**src/hdl/dhm_pkg.sv**
```systemverilog
// Shared types and constants for the depth-to-heat-map converter.
// No dependencies; every other file in hdl/ refers to this package by scoped names.
`default_nettype none

package dhm_pkg;

    localparam int DEPTH_W     = 16;
    localparam int CHAN_W      = 8;
    localparam int RAMP_COLORS = 5;

    localparam logic [DEPTH_W-1:0] MIN_DEPTH_RESET = 16'd200;
    localparam logic [DEPTH_W-1:0] MAX_DEPTH_RESET = 16'd10000;
    localparam logic [CHAN_W-1:0]  CHAN_FULL       = 8'hFF;

    // register index, taken from paddr[2]
    typedef enum logic {
        REG_MIN_DEPTH = 1'b0,
        REG_MAX_DEPTH = 1'b1
    } t_reg_idx;

    // one bit per channel, {red, green, blue}
    typedef logic [2:0] t_rgb_bits;

    // blue, green, yellow, red, black
    localparam t_rgb_bits RAMP [RAMP_COLORS] = '{3'b001, 3'b010, 3'b110, 3'b100, 3'b000};

    typedef struct packed {
        logic [DEPTH_W-1:0] depth_mm;
        logic               depth_invalid;
    } t_pixel_in;

    typedef struct packed {
        logic [CHAN_W-1:0] red;
        logic [CHAN_W-1:0] green;
        logic [CHAN_W-1:0] blue;
    } t_pixel_out;

    typedef struct packed {
        logic [DEPTH_W-1:0] min_depth_mm;
        logic [DEPTH_W-1:0] max_depth_mm;
        logic [DEPTH_W-1:0] span_mm;
    } t_cfg;

    typedef struct packed {
        logic               black;
        logic [DEPTH_W-1:0] depth_mm;
    } t_front_item;

endpackage

`default_nettype wire

```
**src/hdl/dhm_cfg.sv**
```systemverilog
// APB register file: minimum and maximum depth, plus a registered span.
// Depends on dhm_pkg.
`default_nettype none

module dhm_cfg (
    input  wire logic                 i_clk,
    input  wire logic                 i_rst_n,
    input  wire logic                 psel,
    input  wire logic                 penable,
    input  wire logic                 pwrite,
    input  wire logic [2:0]           paddr,
    input  wire logic [31:0]          pwdata,
    output logic      [31:0]          prdata,
    output logic                      pready,
    output dhm_pkg::t_cfg             o_cfg
);

    logic [dhm_pkg::DEPTH_W-1:0] r_min;
    logic [dhm_pkg::DEPTH_W-1:0] r_max;
    logic [dhm_pkg::DEPTH_W-1:0] r_span;
    logic                        w_wr;

    assign pready = 1'b1;
    assign w_wr   = psel & penable & pwrite;

    always_ff @(posedge i_clk) begin
        if (!i_rst_n) begin
            r_min <= dhm_pkg::MIN_DEPTH_RESET;
            r_max <= dhm_pkg::MAX_DEPTH_RESET;
        end else if (w_wr) begin
            if (paddr[2] == dhm_pkg::REG_MIN_DEPTH) begin
                r_min <= pwdata[dhm_pkg::DEPTH_W-1:0];
            end else begin
                r_max <= pwdata[dhm_pkg::DEPTH_W-1:0];
            end
        end
    end

    // span is only meaningful when max > min; the front stage blacks out the rest
    always_ff @(posedge i_clk) begin
        r_span <= r_max - r_min;
    end

    always_comb begin
        if (paddr[2] == dhm_pkg::REG_MIN_DEPTH) begin
            prdata = {16'b0, r_min};
        end else begin
            prdata = {16'b0, r_max};
        end
    end

    assign o_cfg = '{min_depth_mm: r_min, max_depth_mm: r_max, span_mm: r_span};

endmodule

`default_nettype wire

```
**src/hdl/dhm_front.sv**
```systemverilog
// Input stage: range checks that decide a black pixel before division.
// Depends on dhm_pkg.
`default_nettype none

module dhm_front (
    input  wire logic                 i_clk,
    input  wire logic                 i_rst_n,
    input  wire logic                 i_en,
    input  wire logic                 i_vld,
    input  wire dhm_pkg::t_pixel_in   i_pixel,
    input  wire dhm_pkg::t_cfg        i_cfg,
    output logic                      o_vld,
    output dhm_pkg::t_front_item      o_item
);

    logic                 r_vld;
    dhm_pkg::t_front_item r_item;
    logic                 w_below;
    logic                 w_above;
    logic                 w_empty;
    logic                 w_over;
    logic [16:0]          w_sum;

    assign w_below = i_pixel.depth_mm < i_cfg.min_depth_mm;
    assign w_above = i_pixel.depth_mm > i_cfg.max_depth_mm;
    assign w_empty = i_cfg.max_depth_mm <= i_cfg.min_depth_mm;
    // scaled reaches the end of the ramp exactly when depth >= max - min
    assign w_sum   = {1'b0, i_pixel.depth_mm} + {1'b0, i_cfg.min_depth_mm};
    assign w_over  = w_sum >= {1'b0, i_cfg.max_depth_mm};

    always_ff @(posedge i_clk) begin
        if (!i_rst_n) begin
            r_vld <= 1'b0;
        end else if (i_en) begin
            r_vld <= i_vld;
        end
    end

    always_ff @(posedge i_clk) begin
        if (i_en) begin
            r_item.black    <= i_pixel.depth_invalid | w_below | w_above | w_empty | w_over;
            r_item.depth_mm <= i_pixel.depth_mm;
        end
    end

    assign o_vld  = r_vld;
    assign o_item = r_item;

endmodule

`default_nettype wire

```
**src/hdl/dhm_div.sv**
```systemverilog
// Pipelined restoring divider: one quotient bit per stage, depth * 2^(F+2) / span.
// Depends on dhm_pkg.
`default_nettype none

module dhm_div #(
    parameter int FRAC_BITS = 8
) (
    input  wire logic                          i_clk,
    input  wire logic                          i_rst_n,
    input  wire logic                          i_en,
    input  wire logic                          i_vld,
    input  wire dhm_pkg::t_front_item          i_item,
    input  wire logic [dhm_pkg::DEPTH_W-1:0]   i_span,
    output logic                               o_vld,
    output logic                               o_black,
    output logic [FRAC_BITS+1:0]               o_quo
);

    localparam int QW = FRAC_BITS + 2;

    logic                        r_vld   [QW];
    logic                        r_black [QW];
    logic [dhm_pkg::DEPTH_W-1:0] r_rem   [QW];
    logic [QW-1:0]               r_quo   [QW];

    logic                        w_src_black [QW];
    logic [dhm_pkg::DEPTH_W-1:0] w_src_rem   [QW];
    logic [QW-1:0]               w_src_quo   [QW];
    logic [dhm_pkg::DEPTH_W:0]   w_shift     [QW];
    logic [dhm_pkg::DEPTH_W:0]   w_diff      [QW];
    logic [QW-1:0]               w_ge;
    logic [dhm_pkg::DEPTH_W-1:0] n_rem       [QW];
    logic [QW-1:0]               n_quo       [QW];

    // the remainder stays below span, so the shifted value fits 17 bits
    always_comb begin
        w_src_black[0] = i_item.black;
        w_src_rem[0]   = i_item.depth_mm;
        w_src_quo[0]   = '0;
        for (int k = 1; k < QW; k++) begin
            w_src_black[k] = r_black[k-1];
            w_src_rem[k]   = r_rem[k-1];
            w_src_quo[k]   = r_quo[k-1];
        end
        for (int k = 0; k < QW; k++) begin
            w_shift[k] = {w_src_rem[k], 1'b0};
            w_diff[k]  = w_shift[k] - {1'b0, i_span};
            w_ge[k]    = w_shift[k] >= {1'b0, i_span};
            n_rem[k]   = w_ge[k] ? w_diff[k][dhm_pkg::DEPTH_W-1:0]
                                 : w_shift[k][dhm_pkg::DEPTH_W-1:0];
            n_quo[k]   = {w_src_quo[k][QW-2:0], w_ge[k]};
        end
    end

    always_ff @(posedge i_clk) begin
        if (!i_rst_n) begin
            for (int k = 0; k < QW; k++) begin
                r_vld[k] <= 1'b0;
            end
        end else if (i_en) begin
            r_vld[0] <= i_vld;
            for (int k = 1; k < QW; k++) begin
                r_vld[k] <= r_vld[k-1];
            end
        end
    end

    always_ff @(posedge i_clk) begin
        if (i_en) begin
            for (int k = 0; k < QW; k++) begin
                r_black[k] <= w_src_black[k];
                r_rem[k]   <= n_rem[k];
                r_quo[k]   <= n_quo[k];
            end
        end
    end

    assign o_vld   = r_vld[QW-1];
    assign o_black = r_black[QW-1];
    assign o_quo   = r_quo[QW-1];

    // stage k has produced only k+1 quotient bits
    for (genvar k = 0; k < QW - 1; k++) begin : g_quo_chk
        assert property (@(posedge i_clk) disable iff (!i_rst_n)
            r_vld[k] |-> (r_quo[k] >> (k + 1)) == '0)
            else $error("dhm_div: quotient bits above stage position");
    end

endmodule

`default_nettype wire

```
**src/hdl/dhm_blend.sv**
```systemverilog
// Color stage: picks the ramp segment and blends each channel, output register.
// Depends on dhm_pkg.
`default_nettype none

module dhm_blend #(
    parameter int FRAC_BITS = 8
) (
    input  wire logic                  i_clk,
    input  wire logic                  i_rst_n,
    input  wire logic                  i_en,
    input  wire logic                  i_vld,
    input  wire logic                  i_black,
    input  wire logic [FRAC_BITS+1:0]  i_quo,
    output logic                       o_vld,
    output dhm_pkg::t_pixel_out        o_pixel
);

    localparam int QW = FRAC_BITS + 2;

    logic [1:0]               w_seg;
    logic [FRAC_BITS-1:0]     w_frac;
    logic [FRAC_BITS+7:0]     w_prod_up;
    logic [FRAC_BITS:0]       w_comp;
    logic [FRAC_BITS+8:0]     w_prod_dn;
    logic [dhm_pkg::CHAN_W-1:0] w_up;
    logic [dhm_pkg::CHAN_W-1:0] w_dn;
    logic [2:0]               w_idx_lo;
    logic [2:0]               w_idx_hi;
    dhm_pkg::t_rgb_bits       w_c1;
    dhm_pkg::t_rgb_bits       w_c2;
    dhm_pkg::t_pixel_out      n_pixel;
    logic                     r_vld;
    dhm_pkg::t_pixel_out      r_pixel;

    function automatic logic [dhm_pkg::CHAN_W-1:0] chan_level(
        input logic                       c1,
        input logic                       c2,
        input logic [dhm_pkg::CHAN_W-1:0] up,
        input logic [dhm_pkg::CHAN_W-1:0] dn
    );
        logic [dhm_pkg::CHAN_W-1:0] lvl;
        case ({c1, c2})
            2'b00:   lvl = '0;
            2'b01:   lvl = up;
            2'b10:   lvl = dn;
            default: lvl = dhm_pkg::CHAN_FULL;
        endcase
        return lvl;
    endfunction

    assign w_seg  = i_quo[QW-1:QW-2];
    assign w_frac = i_quo[FRAC_BITS-1:0];

    // x * 255 = (x << 8) - x
    assign w_prod_up = {w_frac, 8'b0} - {8'b0, w_frac};
    assign w_comp    = {1'b1, {FRAC_BITS{1'b0}}} - {1'b0, w_frac};
    assign w_prod_dn = {w_comp, 8'b0} - {8'b0, w_comp};
    assign w_up      = w_prod_up[FRAC_BITS+7:FRAC_BITS];
    assign w_dn      = w_prod_dn[FRAC_BITS+7:FRAC_BITS];

    assign w_idx_lo = {1'b0, w_seg};
    assign w_idx_hi = w_idx_lo + 3'd1;
    assign w_c1     = dhm_pkg::RAMP[w_idx_lo];
    assign w_c2     = dhm_pkg::RAMP[w_idx_hi];

    always_comb begin
        if (i_black) begin
            n_pixel = '0;
        end else begin
            n_pixel.red   = chan_level(w_c1[2], w_c2[2], w_up, w_dn);
            n_pixel.green = chan_level(w_c1[1], w_c2[1], w_up, w_dn);
            n_pixel.blue  = chan_level(w_c1[0], w_c2[0], w_up, w_dn);
        end
    end

    always_ff @(posedge i_clk) begin
        if (!i_rst_n) begin
            r_vld <= 1'b0;
        end else if (i_en) begin
            r_vld <= i_vld;
        end
    end

    always_ff @(posedge i_clk) begin
        if (i_en) begin
            r_pixel <= n_pixel;
        end
    end

    assign o_vld   = r_vld;
    assign o_pixel = r_pixel;

    // no ramp segment has red and blue lit together
    assert property (@(posedge i_clk) disable iff (!i_rst_n)
        r_vld |-> (r_pixel.red == '0 || r_pixel.blue == '0))
        else $error("dhm_blend: red and blue both nonzero");

endmodule

`default_nettype wire

```
**src/hdl/depth_to_heatmap_rgb_top.sv**
```systemverilog
// Top level of the depth-to-heat-map converter: register file, range check,
// divider pipeline and color stage. Depends on dhm_pkg, dhm_cfg, dhm_front, dhm_div, dhm_blend.
`default_nettype none

// Usage
//   Input channel: i_valid / o_stall carry one depth item (millimetres plus an
//   invalid flag). Output channel: o_valid / i_stall carry one RGB item.
//   Every accepted item gives exactly one result item, in order.
//   Throughput: one item per clock while the output is not held. The item
//   passes FRACTION_BITS + 4 register stages: the range-check stage, loaded at
//   the accepting edge, the restoring divider, which resolves one quotient bit
//   per stage over FRACTION_BITS + 2 stages, and the color/output stage.
//   The whole pipeline advances together; it holds only when the output
//   register is full and the receiver stalls, and then o_stall rises in the
//   same cycle. Bubbles move on while the output is empty or taken.
//   Invalid pixels, depths outside [min, max], an empty or inverted span and
//   depths at or past the span give black.
//   APB registers: min_depth_mm at 0x0, max_depth_mm at 0x4; pready is always
//   high. Write them only with the pipeline empty.
//   Reset (synchronous, active low) drops every item in flight and restores
//   min 200 mm / max 10000 mm. No clearing pass is needed.
module depth_to_heatmap_rgb_top #(
    parameter int FRACTION_BITS = 8
) (
    input  wire logic                 i_clk,
    input  wire logic                 i_rst_n,
    input  wire logic                 i_valid,
    output logic                      o_stall,
    input  wire dhm_pkg::t_pixel_in   i_pixel,
    output logic                      o_valid,
    input  wire logic                 i_stall,
    output dhm_pkg::t_pixel_out       o_pixel,
    input  wire logic                 psel,
    input  wire logic                 penable,
    input  wire logic                 pwrite,
    input  wire logic [2:0]           paddr,
    input  wire logic [31:0]          pwdata,
    output logic      [31:0]          prdata,
    output logic                      pready
);

    dhm_pkg::t_cfg          w_cfg;
    dhm_pkg::t_front_item   w_front_item;
    logic                   w_front_vld;
    logic                   w_div_vld;
    logic                   w_div_black;
    logic [FRACTION_BITS+1:0] w_div_quo;
    logic                   w_adv;

    // advance everything unless a finished item is waiting on the receiver
    assign w_adv   = ~o_valid | ~i_stall;
    assign o_stall = ~w_adv;

    dhm_cfg u_cfg (
        .i_clk   (i_clk),
        .i_rst_n (i_rst_n),
        .psel    (psel),
        .penable (penable),
        .pwrite  (pwrite),
        .paddr   (paddr),
        .pwdata  (pwdata),
        .prdata  (prdata),
        .pready  (pready),
        .o_cfg   (w_cfg)
    );

    // range checks against the live registers
    dhm_front u_front (
        .i_clk   (i_clk),
        .i_rst_n (i_rst_n),
        .i_en    (w_adv),
        .i_vld   (i_valid),
        .i_pixel (i_pixel),
        .i_cfg   (w_cfg),
        .o_vld   (w_front_vld),
        .o_item  (w_front_item)
    );

    // the registered span is settled by the time an item reaches the divider
    dhm_div #(
        .FRAC_BITS (FRACTION_BITS)
    ) u_div (
        .i_clk   (i_clk),
        .i_rst_n (i_rst_n),
        .i_en    (w_adv),
        .i_vld   (w_front_vld),
        .i_item  (w_front_item),
        .i_span  (w_cfg.span_mm),
        .o_vld   (w_div_vld),
        .o_black (w_div_black),
        .o_quo   (w_div_quo)
    );

    dhm_blend #(
        .FRAC_BITS (FRACTION_BITS)
    ) u_blend (
        .i_clk   (i_clk),
        .i_rst_n (i_rst_n),
        .i_en    (w_adv),
        .i_vld   (w_div_vld),
        .i_black (w_div_black),
        .i_quo   (w_div_quo),
        .o_vld   (o_valid),
        .o_pixel (o_pixel)
    );

    // upstream is held only behind a waiting output item
    assert property (@(posedge i_clk) disable iff (!i_rst_n)
        o_stall |-> (o_valid && i_stall))
        else $error("top: input stalled without a blocked output item");

    // an accepted item is in the range-check stage in the cycle after its acceptance
    assert property (@(posedge i_clk) disable iff (!i_rst_n)
        $past(i_rst_n) && $past(i_valid && !o_stall) |-> w_front_vld)
        else $error("top: accepted item lost at the input stage");

endmodule

`default_nettype wire
```
**config.mk**
```make
export PLATFORM = sky130hd
export DESIGN_NAME = depth_to_heatmap_rgb_top
export DESIGN_NICKNAME = d
export VERILOG_FILES = /design/src/hdl/dhm_pkg.sv /design/src/hdl/dhm_cfg.sv /design/src/hdl/dhm_front.sv /design/src/hdl/dhm_div.sv /design/src/hdl/dhm_blend.sv /design/src/hdl/depth_to_heatmap_rgb_top.sv
export SDC_FILE = /design/constraint.sdc
export NUM_CORES = 1
export LEC_CHECK = 0
export CAP_MARGIN = 0
export CORE_MARGIN = 4
export CORE_UTILIZATION = 45
export DETAILED_ROUTE_END_ITERATION = 7
export DONT_BUFFER_PORTS = 1
export PLACE_DENSITY = 0.61
export SYNTH_ARGS = -nofsm -noshare
export SYNTH_HDL_FRONTEND = slang
export SYNTH_SLANG_ARGS = --single-unit
```
**constraint.sdc**
```tcl
create_clock -name i_clk -period 9.2 [get_ports i_clk]
set_input_delay 1.84 -clock i_clk [delete_from_list [all_inputs] [get_ports i_clk]]
set_output_delay 1.84 -clock i_clk [all_outputs]
set_load 0.05 [all_outputs]
```
==> results.py <==
metrics = {
    "outcome": {
        "outcome": "finished clean",
    },
    "synth": {
        "synth_seq_cells": 310,
        "avgSynthCellArea_um2": 9.76,
        "yosysSeqAreaShare_pct": 38.5,
        "ys.warnings.count": 0,
        "synthArstFlopShare_pct": 0,
        "netlist_instances": 2317,
        "synth_ff_type": "edfxtp_1",
        "synth_edf_count": 251,
        "yosysUniqueCellTypes": 89,
        "netlist_area_mm2": 0.0226,
    },
    "critical_path": {
        "cp_cell_sequence": "ha_1 > inv_1 > fa_1 > o21bai_1 > a21o_1 > a21oi_1 > nor3_1 > nor2_1 > a21oi_1 > xnor2_1 > ha_1 > a21o_1 > a222oi_1 > o211ai_1 > nor4_1 > o311ai_0 > nand4b_1",
        "critPathLaunchType": "input pin",
        "reg2reg_from": "u_cfg.r_span[1]",
        "reg2reg_slack_ns": 4.82,
        "slowest_stage": "fa_1",
        "crit_required_ns": 9.48,
        "worst-path-max-fanout": 3,
        "reg2regPathDepth": 10,
        "critPathMaxStageDelay_ns": 0.40,
        "r2r-end": "u_div.r_rem[7][12]",
        "critPathKind": "in2reg",
        "cp.arrival_ns": 5.24,
        "cp-end-kind": "flop",
    },
    "place": {
        "port_buffers": 0,
        "gp_congestion": 0.898,
        "hpwlAfterDp_um": 41900,
        "placed_area_mm2": 0.0233,
        "dp_slack_ns": 3.71,
    },
    "min_path": {
        "whs_path_depth": 0,
        "holdPathEnd": "u_div.r_black[5]",
        "holdCritPathClass": "reg2reg",
        "min_from": "u_div.r_black[4]",
    },
    "cells_and_area": {
        "fin_nets": 2625,
        "final_area_mm2": 0.0245,
        "area_growth_syn_to_layout_pct": 8.29,
        "n_fill_cell": 4592,
        "fin_util_pct": 49.6,
        "diodes": 0,
        "drive_above_1_share_pct": 8.92,
    },
    "floorplan": {
        "io_pins": 118,
        "floorplan.initialDensity_pct": 45.8,
        "core_mm2": 0.0494,
        "fp.dieW_um": 232,
        "die-area_mm2": 0.0539,
        "rows": 81,
        "chipHeight_um": 232,
    },
    "power": {
        "clockPowerShare_pct": 18.4,
        "peakVddDrop_uv": 148,
        "total_power_w": 0.00807,
        "combinationalPowerShare_pct": 51.4,
        "sw_frac_of_total_pct": 39.1,
        "switching_power_w": 0.00316,
        "p_int_w": 0.00491,
        "power.density_mw_per_mm2": 329,
        "p_leak_nw": 9.40,
        "power_frac_seq_pct": 30.2,
    },
    "routing": {
        "initialDrtViolationCount": 1227,
        "drt-total-wl_um": 56600,
        "ant_nets": 0,
        "routed-via-count": 17500,
        "viasPerCell": 5.82,
        "wl_per_cell_um": 18.8,
        "dr.pass1.iters": 6,
        "drc_errors": 0,
    },
    "clocking": {
        "cts_tree": "yes",
        "clock_latency_ns": 0.57,
        "post_cts.repair.setup_buffers": 0,
        "root_buffer": "clkbuf_16",
        "cts.sinks": 310,
        "cts_resized": 0,
        "path_clk_slew_ns": 0.06,
        "clockBufferDepth": 3,
        "numCtsBuffers": 38,
        "h-tree-depth": 2,
        "holdBufCountCts": 0,
    },
    "global_routing": {
        "top_usage_layer": "met2",
        "use_met3_pct": 3.19,
        "antenna_found_initial": 0,
        "use_met2_pct": 34.0,
        "grt_max_degree": 85,
        "grt_pass1_vias": 16900,
        "grt_usage_pct": 20.6,
        "grt_overflow": 0,
        "grt_pass1_wl_um": 89900,
        "use_met1_pct": 28.1,
    },
    "sta": {
        "slew_viol_final": 0,
        "min_period_ns": 4.96,
        "tightest_slew_ns": 1.22,
        "rsz0062_at_grt": "no",
        "hold_viol": 0,
        "setup_viol": 0,
        "tns_ns": 0,
        "clock_skew_ns": 0.0151,
        "max_slew_margin_pct": 18.5,
        "fin_ws_ns": 4.24,
        "fmax_mhz": 201,
        "finalCritPeriodShare_pct": 54.0,
    },
    "flow_run": {
        "max_cap_viol_count": 0,
    },
}
## worst max-delay path, delay by kind of cell
kind	cells	cell delay, ns
AND/OR/NAND/NOR	4	0.96
buffers and inverters	1	0.05
adder cells (fa/ha/maj)	3	0.79
XOR/XNOR	1	0.13
AO/OA/AOI/OAI	8	1.46
## worst max-delay path by stage
| stage | from | endpoint | slack [ns] |
|---|---|---|---|
| after floorplan | i_stall | u_div.r_vld[9] | 3.41 |
| after global placement | i_pixel[1] | u_front.o_item[16] | 3.77 |
| after detailed placement | i_pixel[1] | u_front.o_item[16] | 3.71 |
| after CTS | i_pixel[1] | u_front.o_item[16] | 4.29 |
| after global routing | i_pixel[1] | u_front.o_item[16] | 3.92 |
| final | i_pixel[1] | u_front.o_item[16] | 4.24 |
## cell type report
class,instances,area [um^2],area share [%]
multi-input combinational,1822,13100,53.6
sequential,310,8720,35.6
clock buffer,43,970,3.96
tap,664,831,3.39
inverter,128,480,1.96
clock inverter,27,274,1.12
timing repair buffer,14,105,0.429
## placed cells by master (no fill, tap or decap), types with 38 or more instances in the layout
cell         n
a21boi_0    49
a21oi_1    150
clkbuf_16   38
dfxtp_1     59
edfxtp_1   251
ha_1       241
inv_1      127
mux2_2     101
nand2_1    220
nand4_1     41
nor2_1     180
nor2b_1     41
o21a_1      67
o21ai_0    130
xnor2_1     68
## layer usage
metal / up-vias / share of wire (%)
met5: - / 0
met4: 0 / 2.8
met3: 112 / 4.8
met2: 423 / 46
met1: 8361 / 46
li1: 8620 / -
## power by group through the flow
| stage | Sequential, W | Combinational, W | Clock (W) |
|---|---|---|---|
| floorplan | 0.00232 | 0.00330 | 0 |
| global placement | 0.00246 | 0.00397 | 0 |
| detailed placement | 0.00246 | 0.00407 | 0 |
| CTS | 0.00244 | 0.00411 | 0.00153 |
| global route | 0.00248 | 0.00459 | 0.00159 |
| finish | 0.00244 | 0.00414 | 0.00149 |
## registers in the layout (all words and copies together), names as in the netlist
signal and flops:
u_div.r_black 10, u_blend.o_pixel 24, u_front.o_item 17, u_cfg.r_span 16
u_div.r_vld 10, u_div.r_quo 55, u_blend.o_vld 1, u_div.r_rem 144
u_cfg.r_max 16, u_cfg.r_min 16, u_front.o_vld 1
## Yosys cell counts, types with 12 or more instances
cell      count  area, um^2
nand4_1      41         257
ha_1        241        3020
buf_4        19         143
edfxtp_1    251        7540
o31a_1       25         219
nand3_1      37         185
nand2b_1     25         156
nor3b_1      13        97.6
clkbuf_1     41         154
a21o_1       30         225
o21a_1       67         503
xnor2_1      68         596
a211oi_1     24         180
o21bai_1     18         135
o21ai_0     145         726
o211ai_1     32         240
dfxtp_1      59        1180
mux2i_1      12         120
nor2b_1      41         257
and3_1       14        87.6
xor2_1       24         210
nor3_1       29         145
mux2_2      101        1140
nand2_1     221         830
or3_1        23         144
inv_1       127         477
nand3b_1     16         120
a31oi_1      12        75.1
a21oi_1     150         751
nor2_1      180         676
a21boi_0     49         368
## metrics by stage
| step | instances | hold WS [ns] |
|---|---|---|
| floorplan | 2332 | 0.400 |
| global placement | 2938 | 0.400 |
| detailed placement | 2938 | 0.405 |
| CTS | 3008 | 0.415 |
| global route | 3008 | 0.419 |
| finish | 3008 | 0.412 |
## kinds of logic (layout without fill, tap and decap cells)
| kind of cell | Yosys count | in the layout | synth area share, % |
|---|---|---|---|
| simple gates | 690 | 690 | 14.7 |
| buf+inv | 200 | 212 | 3.75 |
| mux | 117 | 117 | 5.76 |
| compound gates | 654 | 654 | 19.3 |
| flops | 310 | 310 | 38.5 |
| xor+xnor | 92 | 92 | 3.56 |
| other cells | 2 | 17 | 0.0332 |
| fa+ha+maj | 252 | 252 | 14.3 |
Note: power is estimated with default switching activity, not from simulation.
